`config.mk`:
```
export PLATFORM = sky130hd
export DESIGN_NAME = dirty_block_tracker_core
export DESIGN_NICKNAME = d
export VERILOG_FILES = /design/src/hdl/dbt_pkg.sv /design/src/hdl/dbt_ram.sv /design/src/hdl/dbt_seq.sv /design/src/hdl/dirty_block_tracker_core.sv
export SDC_FILE = /design/constraint.sdc
export NUM_CORES = 1
export LEC_CHECK = 0
export ABC_AREA = 1
export BUFFER_PORTS_ARGS = -buffer_cell sky130_fd_sc_hd__buf_2
export CAP_MARGIN = 40
export CORE_ASPECT_RATIO = 0.8
export CORE_MARGIN = 2
export CORE_UTILIZATION = 45
export CTS_BUF_LIST = sky130_fd_sc_hd__clkbuf_8
export CTS_CLUSTER_DIAMETER = 50
export DETAILED_ROUTE_END_ITERATION = 10
export PLACE_DENSITY = 0.73
export SETUP_SLACK_MARGIN = 0.4
export SYNTH_ARGS = -nofsm -noshare
export SYNTH_HDL_FRONTEND = slang
export SYNTH_HIERARCHICAL = 1
export SYNTH_SLANG_ARGS = --single-unit
```
`constraint.sdc`:
```
create_clock -name clk -period 7.11 [get_ports clk]
set_input_delay 0.711 -clock clk [delete_from_list [all_inputs] [get_ports clk]]
set_output_delay 0.711 -clock clk [all_outputs]
set_load 0.02 [all_outputs]
```
`src/hdl/dbt_pkg.sv`:
```
// Shared types and constants of the dirty block tracker.
package dbt_pkg;

    localparam int MAX_BLOCKS_DEF = 64;
    localparam int NUM_RANGES_DEF = 8;

    localparam logic [12:0] BLOCK_BYTES_RESET   = 13'd256;
    localparam logic [6:0]  BLOCKS_IN_USE_RESET = 7'd64;
    localparam logic [12:0] BYTES_MAX           = 13'd4096;

    localparam logic REG_BLOCK_BYTES   = 1'b0;
    localparam logic REG_BLOCKS_IN_USE = 1'b1;

    localparam logic FUNC_MARK = 1'b0;
    localparam logic FUNC_XFER = 1'b1;

    localparam logic [1:0] KIND_MARK_DONE = 2'd0;
    localparam logic [1:0] KIND_COPY      = 2'd1;
    localparam logic [1:0] KIND_NONE      = 2'd2;

    typedef struct packed {
        logic [1:0]  kind;
        logic [5:0]  block_number;
        logic [17:0] source_offset;
        logic [20:0] dest_offset;
        logic        clamped;
        logic        last;
    } dbt_result_t;

    typedef struct packed {
        logic        func;
        logic [2:0]  range_number;
        logic [17:0] byte_offset;
        logic [18:0] byte_count;
    } dbt_item_t;

endpackage

```
`src/hdl/dbt_ram.sv`:
```
// Generic single-port-write, single-port-read RAM with registered read data.
module dbt_ram #(
    parameter int WIDTH = 8,
    parameter int DEPTH = 64,
    localparam int AW = (DEPTH > 1) ? $clog2(DEPTH) : 1
) (
    input  logic             clk,
    input  logic             we,
    input  logic [AW-1:0]    waddr,
    input  logic [WIDTH-1:0] wdata,
    input  logic             re,
    input  logic [AW-1:0]    raddr,
    output logic [WIDTH-1:0] rdata
);

    logic [WIDTH-1:0] mem_reg [DEPTH];
    logic [WIDTH-1:0] rdata_reg;

    always_ff @(posedge clk)
    begin
        if (we)
        begin
            mem_reg[waddr] <= wdata;
        end
        if (re)
        begin
            rdata_reg <= mem_reg[raddr];
        end
    end

    assign rdata = rdata_reg;

endmodule

```
`src/hdl/dbt_seq.sv`:
```
// Sequencer that walks the dirty mask table for mark and transfer items.
module dbt_seq #(
    parameter int MAX_BLOCKS = dbt_pkg::MAX_BLOCKS_DEF,
    parameter int NUM_RANGES = dbt_pkg::NUM_RANGES_DEF
) (
    input  logic                clk,
    input  logic                rst_n,
    input  logic                in_valid,
    output logic                in_ready,
    input  dbt_pkg::dbt_item_t  in_item,
    input  logic [12:0]         block_bytes,
    input  logic [6:0]          blocks_in_use,
    input  logic                out_free,
    output logic                out_push,
    output dbt_pkg::dbt_result_t out_item
);

    import dbt_pkg::*;

    localparam int AW     = (MAX_BLOCKS > 1) ? $clog2(MAX_BLOCKS) : 1;
    localparam int BLK_CW = $clog2(MAX_BLOCKS + 1);

    localparam logic [2:0] S_IDLE  = 3'd0;
    localparam logic [2:0] S_PREP1 = 3'd1;
    localparam logic [2:0] S_PREP2 = 3'd2;
    localparam logic [2:0] S_RD    = 3'd3;
    localparam logic [2:0] S_EV    = 3'd4;
    localparam logic [2:0] S_DONE  = 3'd5;

    logic [2:0]             state_reg, state_next;
    logic                   func_reg;
    logic [2:0]             rng_reg;
    logic [18:0]            off_reg;
    logic                   cnt_nz_reg;
    logic [18:0]            lastbyte_reg;
    logic [12:0]            bb_reg;
    logic [BLK_CW-1:0]      nb_reg;
    logic [18:0]            total_reg;
    logic [20:0]            base_reg;
    logic [BLK_CW-1:0]      idx_reg;
    logic [18:0]            start_reg;
    logic [MAX_BLOCKS-1:0]  vld_reg;
    logic                   vld_q_reg;
    logic                   pend_vld_reg;
    dbt_result_t            pend_reg;

    logic [12:0]            bb_eff;
    logic [BLK_CW-1:0]      nb_eff;
    logic                   rng_ok;
    logic [NUM_RANGES-1:0]  bitmask;
    logic [NUM_RANGES-1:0]  rdata;
    logic [NUM_RANGES-1:0]  cur_mask;
    logic                   ram_we;
    logic [NUM_RANGES-1:0]  ram_wdata;
    logic                   ram_re;
    logic                   covered;
    logic                   hit;
    logic                   advance;
    logic                   at_end;
    logic [18:0]            start_end;
    dbt_result_t            new_cmd;

    always_comb
    begin
        if (block_bytes == 13'd0)
        begin
            bb_eff = 13'd1;
        end
        else if (block_bytes > BYTES_MAX)
        begin
            bb_eff = BYTES_MAX;
        end
        else
        begin
            bb_eff = block_bytes;
        end
        if (blocks_in_use == 7'd0)
        begin
            nb_eff = BLK_CW'(1);
        end
        else if (blocks_in_use > 7'(MAX_BLOCKS))
        begin
            nb_eff = BLK_CW'(MAX_BLOCKS);
        end
        else
        begin
            nb_eff = BLK_CW'(blocks_in_use);
        end
    end

    always_comb
    begin
        for (int k = 0; k < NUM_RANGES; k++)
        begin
            bitmask[k] = (rng_reg == 3'(k));
        end
    end

    assign rng_ok    = {1'b0, rng_reg} < 4'(NUM_RANGES);
    assign cur_mask  = vld_q_reg ? rdata : {NUM_RANGES{1'b1}};
    assign start_end = start_reg + 19'(bb_reg);
    assign covered   = rng_ok && cnt_nz_reg && (start_reg <= lastbyte_reg)
                       && (start_end > off_reg);
    assign hit       = rng_ok && (|(cur_mask & bitmask));
    assign at_end    = (idx_reg + BLK_CW'(1)) == nb_reg;
    assign in_ready  = (state_reg == S_IDLE);
    assign ram_re    = (state_reg == S_RD);

    always_comb
    begin
        new_cmd               = '0;
        new_cmd.kind          = KIND_COPY;
        new_cmd.block_number  = 6'(idx_reg);
        new_cmd.source_offset = start_reg[17:0];
        new_cmd.dest_offset   = base_reg + {2'b00, start_reg};
    end

    always_comb
    begin
        state_next = state_reg;
        ram_we     = 1'b0;
        ram_wdata  = cur_mask;
        advance    = 1'b0;
        out_push   = 1'b0;
        out_item   = pend_reg;
        unique case (state_reg)
            S_IDLE:
            begin
                if (in_valid)
                begin
                    state_next = S_PREP1;
                end
            end
            S_PREP1:
            begin
                state_next = S_PREP2;
            end
            S_PREP2:
            begin
                state_next = S_RD;
            end
            S_RD:
            begin
                state_next = S_EV;
            end
            S_EV:
            begin
                if (func_reg == FUNC_MARK)
                begin
                    ram_we    = covered;
                    ram_wdata = cur_mask | bitmask;
                    advance   = 1'b1;
                end
                else if (!hit)
                begin
                    advance = 1'b1;
                end
                else if (!pend_vld_reg || out_free)
                begin
                    ram_we    = 1'b1;
                    ram_wdata = cur_mask & ~bitmask;
                    out_push  = pend_vld_reg;
                    advance   = 1'b1;
                end
                if (advance)
                begin
                    state_next = at_end ? S_DONE : S_RD;
                end
            end
            S_DONE:
            begin
                if (func_reg == FUNC_MARK)
                begin
                    out_item         = '0;
                    out_item.kind    = KIND_MARK_DONE;
                    out_item.clamped = rng_ok && cnt_nz_reg && (lastbyte_reg >= total_reg);
                    out_item.last    = 1'b1;
                end
                else if (pend_vld_reg)
                begin
                    out_item      = pend_reg;
                    out_item.last = 1'b1;
                end
                else
                begin
                    out_item      = '0;
                    out_item.kind = KIND_NONE;
                    out_item.last = 1'b1;
                end
                if (out_free)
                begin
                    out_push   = 1'b1;
                    state_next = S_IDLE;
                end
            end
            default:
            begin
                state_next = S_IDLE;
            end
        endcase
    end

    always_ff @(posedge clk or negedge rst_n)
    begin
        if (!rst_n)
        begin
            state_reg    <= S_IDLE;
            vld_reg      <= '0;
            pend_vld_reg <= 1'b0;
        end
        else
        begin
            state_reg <= state_next;
            if (ram_we)
            begin
                vld_reg[idx_reg[AW-1:0]] <= 1'b1;
            end
            if (state_reg == S_IDLE)
            begin
                pend_vld_reg <= 1'b0;
            end
            else if (state_reg == S_EV && func_reg == FUNC_XFER && hit && advance)
            begin
                pend_vld_reg <= 1'b1;
            end
        end
    end

    always_ff @(posedge clk)
    begin
        if (state_reg == S_IDLE && in_valid)
        begin
            func_reg     <= in_item.func;
            rng_reg      <= in_item.range_number;
            off_reg      <= {1'b0, in_item.byte_offset};
            cnt_nz_reg   <= (in_item.byte_count != 19'd0);
            lastbyte_reg <= {1'b0, in_item.byte_offset} + in_item.byte_count - 19'd1;
            bb_reg       <= bb_eff;
            nb_reg       <= nb_eff;
        end
        if (state_reg == S_PREP1)
        begin
            total_reg <= 19'(nb_reg) * 19'(bb_reg);
            idx_reg   <= '0;
            start_reg <= '0;
        end
        if (state_reg == S_PREP2)
        begin
            base_reg <= 21'(rng_reg) * 21'(total_reg);
        end
        if (state_reg == S_RD)
        begin
            vld_q_reg <= vld_reg[idx_reg[AW-1:0]];
        end
        if (advance)
        begin
            idx_reg   <= idx_reg + BLK_CW'(1);
            start_reg <= start_end;
        end
        if (state_reg == S_EV && func_reg == FUNC_XFER && hit && advance)
        begin
            pend_reg <= new_cmd;
        end
    end

    dbt_ram #(
        .WIDTH (NUM_RANGES),
        .DEPTH (MAX_BLOCKS)
    ) u_mask_ram (
        .clk   (clk),
        .we    (ram_we),
        .waddr (idx_reg[AW-1:0]),
        .wdata (ram_wdata),
        .re    (ram_re),
        .raddr (idx_reg[AW-1:0]),
        .rdata (rdata)
    );

endmodule

```
`src/hdl/dirty_block_tracker_core.sv`:
```
// Top level of the dirty block tracker: configuration, sequencer and output register.
//
// Input stream s_*: tuser carries func (0 mark, 1 transfer), tdata carries
// range_number, byte_offset and byte_count. Output stream m_*: tuser carries
// kind, tlast marks the final result of an item, tdata carries block_number,
// source_offset, dest_offset and clamped.
// Configuration: cfg_index 0 writes block_bytes, 1 writes blocks_in_use; always
// ready; they are to be written only while no item is in flight, which the block does not enforce.
// One item is taken at a time. Each item passes through setup (capture in S_IDLE,
// then S_PREP1 and S_PREP2), then per block in use a mask memory read (S_RD) and a
// modify and write back (S_EV), then S_DONE to issue its final result.
// A transfer gives one copy command per dirty block; a result is held back one
// step so that the last one can carry tlast. With no dirty block it gives one
// "nothing dirty" result.
// A single output register parts the two sides: s_tready returns as soon as the
// final result is loaded. When m_tready is low the walk halts at the next result
// it must issue and resumes when the register drains.
// Reset marks every range dirty in every block through per-entry valid bits, so
// no clearing pass is needed; registers return to 256 bytes and 64 blocks.
module dirty_block_tracker_core #(
    parameter int MAX_BLOCKS = dbt_pkg::MAX_BLOCKS_DEF,
    parameter int NUM_RANGES = dbt_pkg::NUM_RANGES_DEF
) (
    input  logic        clk,
    input  logic        rst_n,
    input  logic        s_tvalid,
    output logic        s_tready,
    input  logic [39:0] s_tdata,    // range_number[2:0], byte_offset[20:3], byte_count[39:21]
    input  logic [0:0]  s_tuser,    // func[0]
    output logic        m_tvalid,
    input  logic        m_tready,
    output logic [47:0] m_tdata,    // block_number[5:0], source_offset[23:6],
                                    // dest_offset[44:24], clamped[45], zero[47:46]
    output logic [1:0]  m_tuser,    // kind[1:0]
    output logic        m_tlast,
    input  logic        cfg_valid,
    output logic        cfg_ready,
    input  logic        cfg_index,
    input  logic [12:0] cfg_data
);

    import dbt_pkg::*;

    logic [12:0] block_bytes_reg;
    logic [6:0]  blocks_in_use_reg;
    logic        m_tvalid_reg;
    dbt_result_t m_item_reg;
    dbt_item_t   in_item;
    dbt_result_t out_item;
    logic        out_push;
    logic        out_free;

    assign cfg_ready = 1'b1;

    always_ff @(posedge clk or negedge rst_n)
    begin
        if (!rst_n)
        begin
            block_bytes_reg   <= BLOCK_BYTES_RESET;
            blocks_in_use_reg <= BLOCKS_IN_USE_RESET;
        end
        else if (cfg_valid)
        begin
            unique case (cfg_index)
                REG_BLOCK_BYTES:   block_bytes_reg   <= cfg_data;
                REG_BLOCKS_IN_USE: blocks_in_use_reg <= cfg_data[6:0];
                default:           block_bytes_reg   <= block_bytes_reg;
            endcase
        end
    end

    assign in_item.func         = s_tuser[0];
    assign in_item.range_number = s_tdata[2:0];
    assign in_item.byte_offset  = s_tdata[20:3];
    assign in_item.byte_count   = s_tdata[39:21];

    assign out_free = !m_tvalid_reg || m_tready;

    dbt_seq #(
        .MAX_BLOCKS (MAX_BLOCKS),
        .NUM_RANGES (NUM_RANGES)
    ) u_seq (
        .clk           (clk),
        .rst_n         (rst_n),
        .in_valid      (s_tvalid),
        .in_ready      (s_tready),
        .in_item       (in_item),
        .block_bytes   (block_bytes_reg),
        .blocks_in_use (blocks_in_use_reg),
        .out_free      (out_free),
        .out_push      (out_push),
        .out_item      (out_item)
    );

    always_ff @(posedge clk or negedge rst_n)
    begin
        if (!rst_n)
        begin
            m_tvalid_reg <= 1'b0;
        end
        else if (out_free)
        begin
            m_tvalid_reg <= out_push;
        end
    end

    always_ff @(posedge clk)
    begin
        if (out_push)
        begin
            m_item_reg <= out_item;
        end
    end

    assign m_tvalid = m_tvalid_reg;
    assign m_tuser  = m_item_reg.kind;
    assign m_tlast  = m_item_reg.last;
    assign m_tdata  = {2'b00, m_item_reg.clamped, m_item_reg.dest_offset,
                       m_item_reg.source_offset, m_item_reg.block_number};

endmodule
```
==> results.toml, run 1 <==
[status]
outcome = "finished clean"

[final_layout]
postLayoutCoreUtil_pct = 50.31
sequential_cell_area_mm2 = 0.02454
fin_area_mm2 = 0.04703
multi_input_comb_area_mm2 = 0.01497
largest_reg_flops = 512
drive_above_1_share_pct = 8.333
fillerInstances = 8160
num-nets-final = 4739
final_cells = 5761
flow.area_growth_from_synthesis_pct = 10.22

[clock_tree]
postCtsHoldBufs = 1
worst_setup_hold_path_clk_slew_ps = 60
tritoncts_clock_tree = "done"
worst_skew_late_latency_ps = 830
ctsLongestPathBuffers = 3
htree_num_levels = 4
clockRootBuffer = "sky130_fd_sc_hd__clkbuf_8"
post-cts-setup-buffers = 0
ctsResizeCount = 0
tritoncts.num_buffers = 136
tritoncts_num_sinks = 832

[logic_synthesis]
synth-warning-count = 6
post_synth_instance_area_mm2 = 0.04266
synth_seq_cells = 832
synth_cells = 4284
syn-mean-instance-area_um2 = 9.959
synth_area_leaders = "sky130_fd_sc_hd__edfxtp_1 (52%), sky130_fd_sc_hd__nand2_1 (10%), sky130_fd_sc_hd__nand3_1 (6.1%), sky130_fd_sc_hd__ha_1 (5.3%), sky130_fd_sc_hd__dfrtp_1 (5.1%)"
ys_top_cells_by_count = "sky130_fd_sc_hd__nand2_1 (1,191), sky130_fd_sc_hd__edfxtp_1 (743), sky130_fd_sc_hd__inv_1 (575), sky130_fd_sc_hd__nand3_1 (517), sky130_fd_sc_hd__nor2_1 (292)"
yosys.area.top_type = "sky130_fd_sc_hd__edfxtp_1"
seq_area_frac_synth_pct = 57.52
ys.flop_type = "sky130_fd_sc_hd__edfxtp_1"
yosys.cell_count.top_type = "sky130_fd_sc_hd__nand2_1"
yosys.area.top_type_share_pct = 52.30
synth_edf_count = 743
netlist-cell-type-count = 54
synth-async-reset-ratio_pct = 10.70

[timing]
worst_hold_slack_ps = 96.69
worst-slew-pin-transition_ps = 953.1
timing.slew.headroom_pct = 36.46
clock-skew-final_ps = 61.75
finalSetupViolations = 0
fin_crit_sh_pct = 78.68
totalNegativeSetupSlack_ps = 0
timing_max_transition_violations_final = 0
rsz0062_at_grt = "no"
fmax_mhz = 178.8
final_hold_viol_count = 0
final_period_minus_worst_setup_slack_ps = 5594

[drt]
detailroute.via_count = 30670
ant_nets = 0
post-route-drc-count = 0
wl_per_cell_um = 18.16
drt_pass_1_iters = 5
avgViaCountPerCell = 5.323
drtIter0Drc = 3832
route.final.wire_length_um = 104600

[placed_design]
place.port_buffers = 110
postPlaceCellArea_mm2 = 0.04441
gp_congestion = 0.9337
post-dp-hpwl_um = 70320
number_of_cells_after_detailed_placement = 5510

[worst_setup_path]
path_max_fanout = 10
critical_path.n_buffers_inverters = 3
crit_path_start_kind = "flop"
critPathRequiredTime_ps = 7520
path_delay_family = "simple AND/OR/NAND/NOR gates"
critPathArrivalTime_ps = 6010
timing.critical_path.mode_cell = "sky130_fd_sc_hd__nand2_1"
crit_path_end_kind = "flop"
cpPeakStageDelay_ps = 830
cpMaxStageDelayCell = "sky130_fd_sc_hd__nor2_1"
classification_of_the_worst_setup_path = "reg2reg"

[floorplan]
die_width_um = 348.3
design.die.area_mm2 = 0.09730
placeableCoreArea_mm2 = 0.09346
placement_row_count = 100
io_pins = 114
initial_utilization_pct = 45.65
die_h_um = 279.4

[power]
vdd_ir_drop_max_uv = 323.1
power_density_mw_per_mm2 = 431.7
static_leakage_nw = 20.35

[global_routing]
largest_net_degree_at_the_start_of_global_routing = 138
first_global_vias = 28870
grt_antenna_before_repair = 2
gr-usage-all-layers_pct = 21.39
grt-ovfl-total = 0
grt_pass1_wl_um = 162200

[flow_run]
drv_cap = 0

[min_path]
worst_min_path_class = "in2reg"
==> layer usage <==
layer / track usage, % / share of wire, %
met2: 30.42 / 42
met1: 32.31 / 45
met5: 0 / 0.012
met4: 6.904 / 2.4
met3: 4.801 / 10
==> area by class of cell <==
cell class | instances | area share, %
inverter | 579 | 4.648
multi-input combinational | 2710 | 31.83
sequential | 832 | 52.19
antenna | 1 | 0.005321
timing repair buffer | 166 | 2.544
clock inverter | 108 | 1.405
clock buffer | 141 | 4.127
tap | 1224 | 3.257
==> power breakdown <==
part / internal [mW] / switching [mW] / total [mW]
combinational: 3.05 / 6.32 / 9.37
clock: 2.03 / 1.98 / 4.00
sequential: 6.45 / 0.482 / 6.93
total: 11.5 / 8.78 / 20.3
==> placed cells by master (no fill, tap or decap), drive strengths merged, types with 31 or more instances in the layout <==
cell	instances
nand2	1197
dfrtp	87
nor3	35
clkbuf	141
edfxtp	743
nor2	293
xor2	62
clkinv	49
inv	631
ha	180
nand3	519
o22ai	36
xnor2	31
a21oi	103
o21ai	61
buf	165
fa	74
==> logic make-up (layout without fill, tap and decap cells) <==
| logic type | count (synthesis) | after routing | share of synthesized area, % |
|---|---|---|---|
| adder cells (fa/ha/maj) | 254 | 254 | 8.751 |
| buffers and inverters | 743 | 994 | 7.722 |
| flip-flops | 832 | 832 | 57.52 |
| other | 2 | 4 | 0.01760 |
| XOR/XNOR | 93 | 93 | 1.909 |
| AO/OA/AOI/OAI | 263 | 263 | 3.596 |
| AND/OR/NAND/NOR | 2097 | 2097 | 20.48 |
==> worst paths after layout <==
check,from,endpoint,slack (ps),depth (start not counted)
worst max-delay path,u_seq/bb_reg[0],u_seq/u_mask_ram/mem_reg[59][0],1520,27
worst min-delay path,s_tdata[0],u_seq/rng_reg[0],100,1
worst max register to register,u_seq/bb_reg[0],u_seq/u_mask_ram/mem_reg[59][0],1520,27
worst min register to register,u_seq/vld_reg[10],u_seq/vld_reg[10],450,2
max in group asynchronous,rst_n,u_seq/pend_vld_reg,5890,4
min in group asynchronous,rst_n,block_bytes_reg[0],320,2
==> through the flow <==
step                      power (mW)  worst slack, ps
final                          20.30             1516
after global routing           21.75             1197
after CTS                      20.23             1651
after detailed placement       16.18             1668
after global placement         15.93             1596
after floorplan                13.58             2199
Note: power is estimated with default switching activity, not from simulation.
==> inputs of run 2 (changes only) <==
--- a/config.mk
+++ b/config.mk
@@ -5,7 +5,7 @@
 export SDC_FILE = /design/constraint.sdc
 export NUM_CORES = 1
 export LEC_CHECK = 0
-export ABC_AREA = 1
+export ABC_AREA = 0
 export BUFFER_PORTS_ARGS = -buffer_cell sky130_fd_sc_hd__buf_2
 export CAP_MARGIN = 40
 export CORE_ASPECT_RATIO = 0.8
@@ -14,7 +14,7 @@
 export CTS_BUF_LIST = sky130_fd_sc_hd__clkbuf_8
 export CTS_CLUSTER_DIAMETER = 50
 export DETAILED_ROUTE_END_ITERATION = 10
-export PLACE_DENSITY = 0.73
+export PLACE_DENSITY = 0.75
 export SETUP_SLACK_MARGIN = 0.4
 export SYNTH_ARGS = -nofsm -noshare
 export SYNTH_HDL_FRONTEND = slang
==> constraint.sdc (replaced) <==
create_clock -name clk -period 4.85 [get_ports clk]
set_input_delay 0.485 -clock clk [delete_from_list [all_inputs] [get_ports clk]]
set_output_delay 0.485 -clock clk [all_outputs]
set_load 0.02 [all_outputs]
==> results.toml, run 2 <==
[floorplan]
die_width_um = 340.1
initial_utilization_pct = 45.44
placement_row_count = 98
io_pins = 114
die_h_um = 272.9
placeableCoreArea_mm2 = 0.08951
design.die.area_mm2 = 0.09281

[clock_tree]
htree_num_levels = 4
ctsLongestPathBuffers = 3
tritoncts_clock_tree = "done"
clockRootBuffer = "sky130_fd_sc_hd__clkbuf_8"
tritoncts.num_buffers = 135
worst_setup_hold_path_clk_slew_ps = 60
tritoncts_num_sinks = 832
worst_skew_late_latency_ps = 800

[power]
cellInternalPower_mw = 18.37
static_leakage_nw = 18.08
power_density_mw_per_mm2 = 630.2
power.share.switching_pct = 39.00
clkPwrFrac_pct = 19.6
power_switching_mw = 11.75
vdd_ir_drop_max_uv = 634.0
share_comb_of_total_power_pct = 46.6
share_seq_of_total_power_pct = 33.8

[logic_synthesis]
seq_area_frac_synth_pct = 60.34
yosys.area.top_type_share_pct = 54.86
synth-warning-count = 6
ys.flop_type = "sky130_fd_sc_hd__edfxtp_1"
netlist-cell-type-count = 88
yosys.cell_count.top_type = "sky130_fd_sc_hd__edfxtp_1"
synth_cells = 2835
synth-async-reset-ratio_pct = 10.70
synth_seq_cells = 832
synth_edf_count = 743
synth_area_leaders = "sky130_fd_sc_hd__edfxtp_1 (55%), sky130_fd_sc_hd__mux4_2 (7.1%), sky130_fd_sc_hd__ha_1 (5.5%), sky130_fd_sc_hd__dfrtp_1 (5.4%), sky130_fd_sc_hd__fa_1 (3.6%)"
post_synth_instance_area_mm2 = 0.04067
syn-mean-instance-area_um2 = 14.35
yosys.area.top_type = "sky130_fd_sc_hd__edfxtp_1"
ys_top_cells_by_count = "sky130_fd_sc_hd__edfxtp_1 (743), sky130_fd_sc_hd__inv_1 (249), sky130_fd_sc_hd__ha_1 (180), sky130_fd_sc_hd__nor2_1 (172), sky130_fd_sc_hd__nand2_1 (155)"

[drt]
detailroute.via_count = 25300
drtIter0Drc = 2980
post-route-drc-count = 0
wl_per_cell_um = 22.01
drt_pass_1_iters = 5
ant_nets = 0
avgViaCountPerCell = 5.632
route.final.wire_length_um = 98840

[worst_setup_path]
crit_path_start_kind = "flop"
path_max_fanout = 8
critPathArrivalTime_ps = 5190
classification_of_the_worst_setup_path = "reg2reg"
critPathRequiredTime_ps = 5390
crit_path_end_kind = "flop"

[timing]
rsz0062_at_grt = "yes"
worst-slew-pin-transition_ps = 976.8
final_period_minus_worst_setup_slack_ps = 4645
final_hold_viol_count = 0
fin_crit_sh_pct = 95.77
finalSetupViolations = 0
timing_max_transition_violations_final = 0
timing.slew.headroom_pct = 34.38
fmax_mhz = 215.3
clock-skew-final_ps = 42.54

[global_routing]
grt_antenna_before_repair = 2
largest_net_degree_at_the_start_of_global_routing = 123
grt_pass1_wl_um = 150000
gr-usage-all-layers_pct = 21.11
first_global_vias = 25000
grt-ovfl-total = 0

[final_layout]
drive_above_1_share_pct = 23.75
largest_reg_flops = 512
final_cells = 4491
num-nets-final = 3496
postLayoutCoreUtil_pct = 53.39
flow.area_growth_from_synthesis_pct = 17.51
fin_area_mm2 = 0.04779
most_frequent_cells_in_the_layout = "sky130_fd_sc_hd__edfxtp_1 (743), sky130_fd_sc_hd__inv_1 (286), sky130_fd_sc_hd__ha_1 (172), sky130_fd_sc_hd__nand2_1 (151), sky130_fd_sc_hd__clkbuf_8 (142)"
layout.cells.most_common = "sky130_fd_sc_hd__edfxtp_1"

[placed_design]
gp_congestion = 0.8871
number_of_cells_after_detailed_placement = 4125
post-dp-hpwl_um = 64190
place.port_buffers = 110
postPlaceCellArea_mm2 = 0.04323

[min_path]
worst_min_path_class = "in2reg"

[flow_run]
drv_cap = 0

[status]
outcome = "finished clean"
==> run 2: kinds of logic after synthesis <==
kind of cell	Yosys count	synth area share [%]
flops	832	60.34
simple gates	701	8.666
compound gates	389	6.694
buf+inv	360	3.929
fa+ha+maj	254	9.180
mux	203	9.146
xor+xnor	94	2.024
other cells	2	0.01847
==> run 2: area by class of cell <==
cell class,count,area [um^2]
multi-input combinational,1644,15490
tap,1200,1501
sequential,832,24540
clock inverter,101,659.4
timing repair buffer,317,2690
fill,7094,41720
clock buffer,142,1954
inverter,252,945.9
antenna,3,7.507
==> run 2: final timing paths <==
path,start,endpoint,slack [ps],cells past startpoint
setup / recovery,u_seq/bb_reg[0],u_seq/u_mask_ram/mem_reg[16][0],200,23
hold / removal,m_tready,m_tvalid,130,3
setup reg to reg,u_seq/bb_reg[0],u_seq/u_mask_ram/mem_reg[16][0],200,23
hold reg to reg,u_seq/vld_reg[25],u_seq/vld_reg[25],460,1
max in group asynchronous,rst_n,block_bytes_reg[5],3540,3
min in group asynchronous,rst_n,u_seq/vld_reg[52],250,2
==> run 2: through the flow <==
step | setup WS (ps) | TNS (ps) | hold WS [ps] | power (mW)
floorplan | 321.9 | 0 | 189.4 | 19.08
global placement | 151.5 | 0 | 443.8 | 22.42
CTS | 231.8 | 0 | 54.19 | 29.54
global route | 46.52 | 0 | 104.1 | 31.81
finish | 205.0 | 0 | 131.7 | 30.12
detailed placement | -8.642 | -67.28 | 450.1 | 22.79
==> run 2: repair_timing <==
action,in CTS,in global routing
pin swaps,58,71
setup buffers,54,17
resized for setup,133,36
gates cloned,0,7
setup endpoints to repair,580,583
hold buffers,38,0
endpoints found under the hold margin,86,0
==> run 2: critical path, stage by stage, from the launching register on <==
cell and delay (ps):
sky130_fd_sc_hd__edfxtp_1 360, sky130_fd_sc_hd__ha_2 200, sky130_fd_sc_hd__inv_2 40, sky130_fd_sc_hd__fa_2 360, sky130_fd_sc_hd__nor2b_4 150, sky130_fd_sc_hd__o31ai_4 70
sky130_fd_sc_hd__a211oi_2 280, sky130_fd_sc_hd__a31o_1 250, sky130_fd_sc_hd__a21boi_2 100, sky130_fd_sc_hd__nand2b_4 160, sky130_fd_sc_hd__xnor2_1 220, sky130_fd_sc_hd__ha_1 290
sky130_fd_sc_hd__nand4_1 120, sky130_fd_sc_hd__nor2_2 50, sky130_fd_sc_hd__o31a_1 110, sky130_fd_sc_hd__o41ai_2 330, sky130_fd_sc_hd__o2111ai_1 190, sky130_fd_sc_hd__a21o_2 250
sky130_fd_sc_hd__buf_12 140, sky130_fd_sc_hd__nor2b_4 160, sky130_fd_sc_hd__nand2_4 140, sky130_fd_sc_hd__buf_12 160, sky130_fd_sc_hd__nor2_4 50, sky130_fd_sc_hd__buf_12 170
==> run 2: power by group through the flow <==
stage	clock network, mW	registers [mW]	logic (mW)
finish	5.91	10.2	14.0
global route	6.35	10.2	15.2
CTS	6.02	10.2	13.4
detailed placement	0	10.3	12.5
global placement	0	10.3	12.1
floorplan	0	10.2	8.93
==> run 2: routing by layer <==
| metal | up-vias | part of all wire, % | global-route usage, % |
|---|---|---|---|
| li1 | 11230 | - | - |
| met1 | 12640 | 44 | 31.64 |
| met2 | 1267 | 44 | 30.66 |
| met3 | 156 | 10 | 4.925 |
| met4 | 0 | 2.0 | 6.225 |
| met5 | - | 0 | 0 |
